File: config.mk
export PLATFORM = sky130hd
export DESIGN_NAME = iabt_cell
export DESIGN_NICKNAME = d
export VERILOG_FILES = /design/src/rtl/implicit_array_bst_table_macros.svh /design/src/rtl/iabt_pkg.sv /design/src/rtl/iabt_cell.sv
export SDC_FILE = /design/constraint.sdc
export NUM_CORES = 1
export LEC_CHECK = 0
export ABC_AREA = 1
export BUFFER_PORTS_ARGS = -buffer_cell sky130_fd_sc_hd__clkbuf_2
export CAP_MARGIN = 10
export CORE_ASPECT_RATIO = 0.6
export CORE_MARGIN = 3
export CORE_UTILIZATION = 35
export CTS_CLUSTER_SIZE = 25
export DETAILED_ROUTE_END_ITERATION = 6
export GPL_TIMING_DRIVEN = 1
export PLACE_DENSITY = 0.64
export SKIP_CTS_REPAIR_TIMING = 1
export SYNTH_ARGS = -nofsm -noshare
export SYNTH_HDL_FRONTEND = slang
export SYNTH_SLANG_ARGS = --single-unit
File: constraint.sdc
create_clock -name clk -period 3.56 [get_ports clk]
set_input_delay 0.356 -clock clk [delete_from_list [all_inputs] [get_ports clk]]
set_output_delay 0.356 -clock clk [all_outputs]
set_load 0.1 [all_outputs]
File: src/rtl/implicit_array_bst_table_macros.svh
// Assertion macros for the implicit array search tree RTL.
// Each macro expects clk and rst to be visible where it is used.
`ifndef IMPLICIT_ARRAY_BST_TABLE_MACROS_SVH
`define IMPLICIT_ARRAY_BST_TABLE_MACROS_SVH

// Same-cycle implication, disabled while reset is high.
`define IABT_ASSERT_NOW(lbl, ante, cons, msg) \
  lbl: assert property (@(posedge clk) disable iff (rst) (ante) |-> (cons)) else $error(msg);

// Next-cycle implication, disabled while reset is high.
`define IABT_ASSERT_NEXT(lbl, ante, cons, msg) \
  lbl: assert property (@(posedge clk) disable iff (rst) (ante) |=> (cons)) else $error(msg);

`endif

File: src/rtl/iabt_pkg.sv
// Shared types and constants for the implicit array search tree.
// No dependencies; used by iabt_cell and implicit_array_bst_table.
`default_nettype none

package iabt_pkg;

  localparam int HEIGHT_W = 4;
  localparam int HEIGHT_MAX = 15;

  localparam logic KIND_INSERT = 1'b0;
  localparam logic KIND_SEARCH = 1'b1;

  typedef struct packed {
    logic                active;
    logic                kind;
    logic                done;
    logic                found;
    logic [HEIGHT_W-1:0] depth;
  } ctrl_t;

endpackage

`default_nettype wire

File: src/rtl/iabt_cell.sv
// One tree level: holds the slots of its level and steps a walking beat down.
// Depends on iabt_pkg.
`default_nettype none

module iabt_cell #(
  parameter int LEVEL    = 1,
  parameter int LEVELS   = 10,
  parameter int KEY_BITS = 32
) (
  input  wire logic                  clk,
  input  wire logic                  rst,
  input  wire logic                  clr_en,
  input  wire logic [LEVELS-2:0]     clr_addr,
  input  wire iabt_pkg::ctrl_t       in_ctrl,
  input  wire logic [KEY_BITS-1:0]   in_key,
  input  wire logic [LEVELS-1:0]     in_path,
  output iabt_pkg::ctrl_t            out_ctrl,
  output logic      [KEY_BITS-1:0]   out_key,
  output logic      [LEVELS-1:0]     out_path
);

  localparam int AW = (LEVEL > 1) ? LEVEL - 1 : 1;
  localparam int MEM_DEPTH = 1 << AW;
  localparam int DEPTH_SAT = (LEVEL > iabt_pkg::HEIGHT_MAX) ? iabt_pkg::HEIGHT_MAX : LEVEL;
  localparam logic [iabt_pkg::HEIGHT_W-1:0] DEPTH_CODE = iabt_pkg::HEIGHT_W'(DEPTH_SAT);

  logic [KEY_BITS-1:0] mem [0:MEM_DEPTH-1];
  logic [KEY_BITS-1:0] rdata;
  iabt_pkg::ctrl_t     ctrl_q;
  logic [KEY_BITS-1:0] key_q;
  logic [LEVELS-1:0]   path_q;

  logic          hit;
  logic          slot_empty;
  logic          slot_equal;
  logic          key_less;
  logic          wr_en;
  logic [AW-1:0] wr_addr;
  logic [KEY_BITS-1:0] wr_data;

  always_ff @(posedge clk) begin
    if (rst) begin
      ctrl_q <= '0;
    end else begin
      ctrl_q <= in_ctrl;
    end
  end

  always_ff @(posedge clk) begin
    key_q  <= in_key;
    path_q <= in_path;
    rdata  <= mem[in_path[AW-1:0]];
  end

  always_ff @(posedge clk) begin
    if (wr_en) begin
      mem[wr_addr] <= wr_data;
    end
  end

  assign hit        = ctrl_q.active && !ctrl_q.done;
  assign slot_empty = (rdata == '0);
  assign slot_equal = (rdata == key_q);
  assign key_less   = ($signed(key_q) < $signed(rdata));

  always_comb begin
    out_ctrl = ctrl_q;
    out_key  = key_q;
    out_path = path_q;
    wr_en    = 1'b0;
    wr_addr  = path_q[AW-1:0];
    wr_data  = key_q;
    if (clr_en) begin
      wr_en   = 1'b1;
      wr_addr = clr_addr[AW-1:0];
      wr_data = '0;
    end else if (hit) begin
      priority if (slot_empty) begin
        out_ctrl.done = 1'b1;
        if (ctrl_q.kind == iabt_pkg::KIND_INSERT) begin
          out_ctrl.depth = DEPTH_CODE;
          wr_en          = 1'b1;
        end
      end else if (slot_equal) begin
        out_ctrl.done  = 1'b1;
        out_ctrl.found = 1'b1;
      end else begin
        out_path = {path_q[LEVELS-2:0], ~key_less};
      end
    end
  end

endmodule

`default_nettype wire

==> impl_metrics.yaml <==
outcome:
  status: "finished, final reports clean"
placed_design:
  dp.cells: 779
  pre_cts_ws_ns: 0.866
  dp_hpwl_um: 7760
  port-buffer-count: 103
  gp_congestion: 0.778
route:
  vias: 3537
  drtIter0Drc: 160
  dr.pass1.iters: 4
  wl_per_cell_um: 13.6
  viasPerCell: 4.36
  drc: 0
  wirelength_um: 11100
  ant_nets: 0
power_and_ir_drop:
  p_per_area_mw_per_mm2: 616
  comb_power_share: 0.127
  p_int_uw: 3120
  swShare: 0.267
  power.clock.fraction: 0.427
  p_seq_frac: 0.446
  leakage_uw: 0.00329
  worst_ir_drop_vdd_mv: 0.265
  switching_power_uw: 1140
  power.total_uw: 4260
die:
  die_y_um: 103
  core_area_mm2: 0.0150
  start_util: 0.370
  dieWidth_um: 168
  rows: 34
  die_area_mm2: 0.0174
  top_level_ports: 112
final_layout:
  layout.cells.non_filler: 811
  finalNetCount: 694
  n_antenna_cell: 0
  syn_to_final_growth_pct: 24.9
  drive_gt1_frac: 0.302
  fillerInstances: 1384
clocking:
  cts_root_buffer: "clkbuf_16"
  cts_buffers: 17
  cts_max_path_buffers: 2
  cts_max_level: 4
  clock_sinks: 146
  insertion_delay_ns: 0.41
  cts.clk_slew.worst_paths_ns: 0.06
  cts_tree: "done"
logic_synthesis:
  synth-edff-count: 64
  yosysMostFrequentCell: "inv_1"
  syn_area_mm2: 0.00554
  yosysTopAreaCell: "edfxtp_1"
  yosysTopAreaCellShare: 0.347
  syn_inst: 486
  ys_seq_area_frac: 0.644
  synthFlopType: "dfxtp_1"
  synth_fp_nets: 580
  yosys.cell_types.count: 32
  ys_warn_count: 0
  ys_seq_elements: 146
  async_flop_share: 0
  synth.area.top_cells: "edfxtp_1 35%, dfxtp_1 30%, ha_1 7.2%"
  synth_area_per_cell_um2: 11.4
  synth_common_cells: "92 x inv_1, 82 x dfxtp_1, 68 x nand2_1, 64 x edfxtp_1, 52 x nor2_1"
worst_setup_path:
  criticalPathCategory: "flip-flop to output port"
  cp.required_ns: 3.20
  critPathArrivalTime_ns: 2.76
  worstReg2RegStart: "rdata[11]"
  reg2reg_setup_slack_ns: 1.22
  cp-startpoint: "rdata[15]"
  endpoint_kind: "output port"
  cp-start-kind: "flip-flop"
  r2r.worst_path.cells: 6
  cp_max_fo: 10
min_path:
  min_from: "in_path[8]"
  hold_depth: 1
  min_path_type: "input port to flip-flop"
timing:
  finalSetupTns_ns: 0
  post-route-min-period_ns: 3.12
  hold_violations: 0
  relSlewSlack: 0.335
  grt_setup_unrepaired: "false"
  fmax_ghz: 0.321
  period_share: 0.876
  slew_violations: 0
  max_slew.worst_pin.slew_ns: 0.998
  fin_ws_ns: 0.440
  setup_violations: 0
  finClkSkew_ns: 0.00917
run:
  maxCapViolCount: 0
global_routing:
  track_usage: 0.132
  grt_start_max_net_pins: 35
  grt_overflow: 0
  grt_pass1_vias: 3550
  grt_pass1_wl_um: 17500
  grt_antenna_before_repair: 0
[cell families (layout without fill, tap and decap cells)]
logic type / Yosys count / in the layout / share of synthesized area
compound gates: 25 / 25 / 0.0255
mux: 33 / 33 / 0.0669
flops: 146 / 146 / 0.644
simple gates: 145 / 145 / 0.117
buf+inv: 105 / 232 / 0.0746
fa+ha+maj: 32 / 32 / 0.0723
[worst paths after layout]
check,endpoint
max,out_path[5]
min,path_q[8]
max reg2reg,mem[0][10]
min reg2reg,rdata[5]
[metal layers]
| metal | share of wire | global-route usage |
|---|---|---|
| met5 | 0 | 0 |
| met4 | 0.0063 | 0.0339 |
| met3 | 0.047 | 0.0444 |
| met2 | 0.45 | 0.212 |
| met1 | 0.49 | 0.173 |
[layout make-up]
class / instances / area [um2] / share of cell area
Multi-Input combinational cell: 235 / 1600 / 0.231
Clock inverter: 9 / 87.6 / 0.0127
Sequential cell: 146 / 3560 / 0.515
Timing Repair Buffer: 106 / 538 / 0.0778
Inverter: 94 / 353 / 0.0510
Clock buffer: 23 / 532 / 0.0769
Tap cell: 198 / 248 / 0.0358
[metrics by stage]
stage	instance area, um2	hold slack, ns	util
3_5_place_dp	6300	0.445	0.421
6_report	6920	0.0424	0.462
2_1_floorplan	5550	0.384	-
4_1_cts	6920	0.0218	0.462
3_3_place_gp	6300	0.432	0.421
5_1_grt	6920	0.0119	0.462
[power by group through the flow]
stage / clock network (uW) / registers, uW / logic (uW)
global route: 1940 / 1910 / 588
CTS: 1870 / 1900 / 547
floorplan: 0 / 2060 / 290
detailed placement: 0 / 1940 / 544
global placement: 0 / 1930 / 531
finish: 1820 / 1900 / 542
[registers in the layout, indices dropped and copies added, names as in the netlist]
name / cells
ctrl_q: 6
mem: 64
out_ctrl: 2
out_key: 32
path_q: 10
rdata: 32
[critical path, stage by stage, from the launching register on]
cell,delay (ns)
dfxtp_1,0.31
inv_1,0.05
ha_1,0.29
nand2_1,0.07
nor2_1,0.19
nand4_1,0.23
nor2_1,0.24
nand2_2,0.11
inv_2,0.11
nor2_4,0.07
nand2_8,0.10
nand2_1,0.06
nand2_1,0.08
clkbuf_2,0.45
[cell usage in the layout (no fill, tap or decap), drive strengths merged]
| cell | synthesis | final |
|---|---|---|
| clkbuf | 5 | 126 |
| inv | 94 | 97 |
| dfxtp | 82 | 82 |
| nand2 | 71 | 71 |
| edfxtp | 64 | 64 |
| nor2 | 56 | 56 |
| ha | 32 | 32 |
| mux2 | 32 | 32 |
| a21oi | 15 | 15 |
| nand4 | 8 | 8 |
| nand3 | 7 | 7 |
| o21ai | 5 | 5 |
| clkinv | 0 | 5 |
| buf | 6 | 3 |
| nor4 | 2 | 2 |
| o21a | 2 | 2 |
| o31ai | 1 | 1 |
| nor3 | 1 | 1 |
| a21o | 1 | 1 |
| mux2i | 1 | 1 |
| a21boi | 1 | 1 |
| bufinv | 0 | 1 |
(Power assumes the default switching activity.)
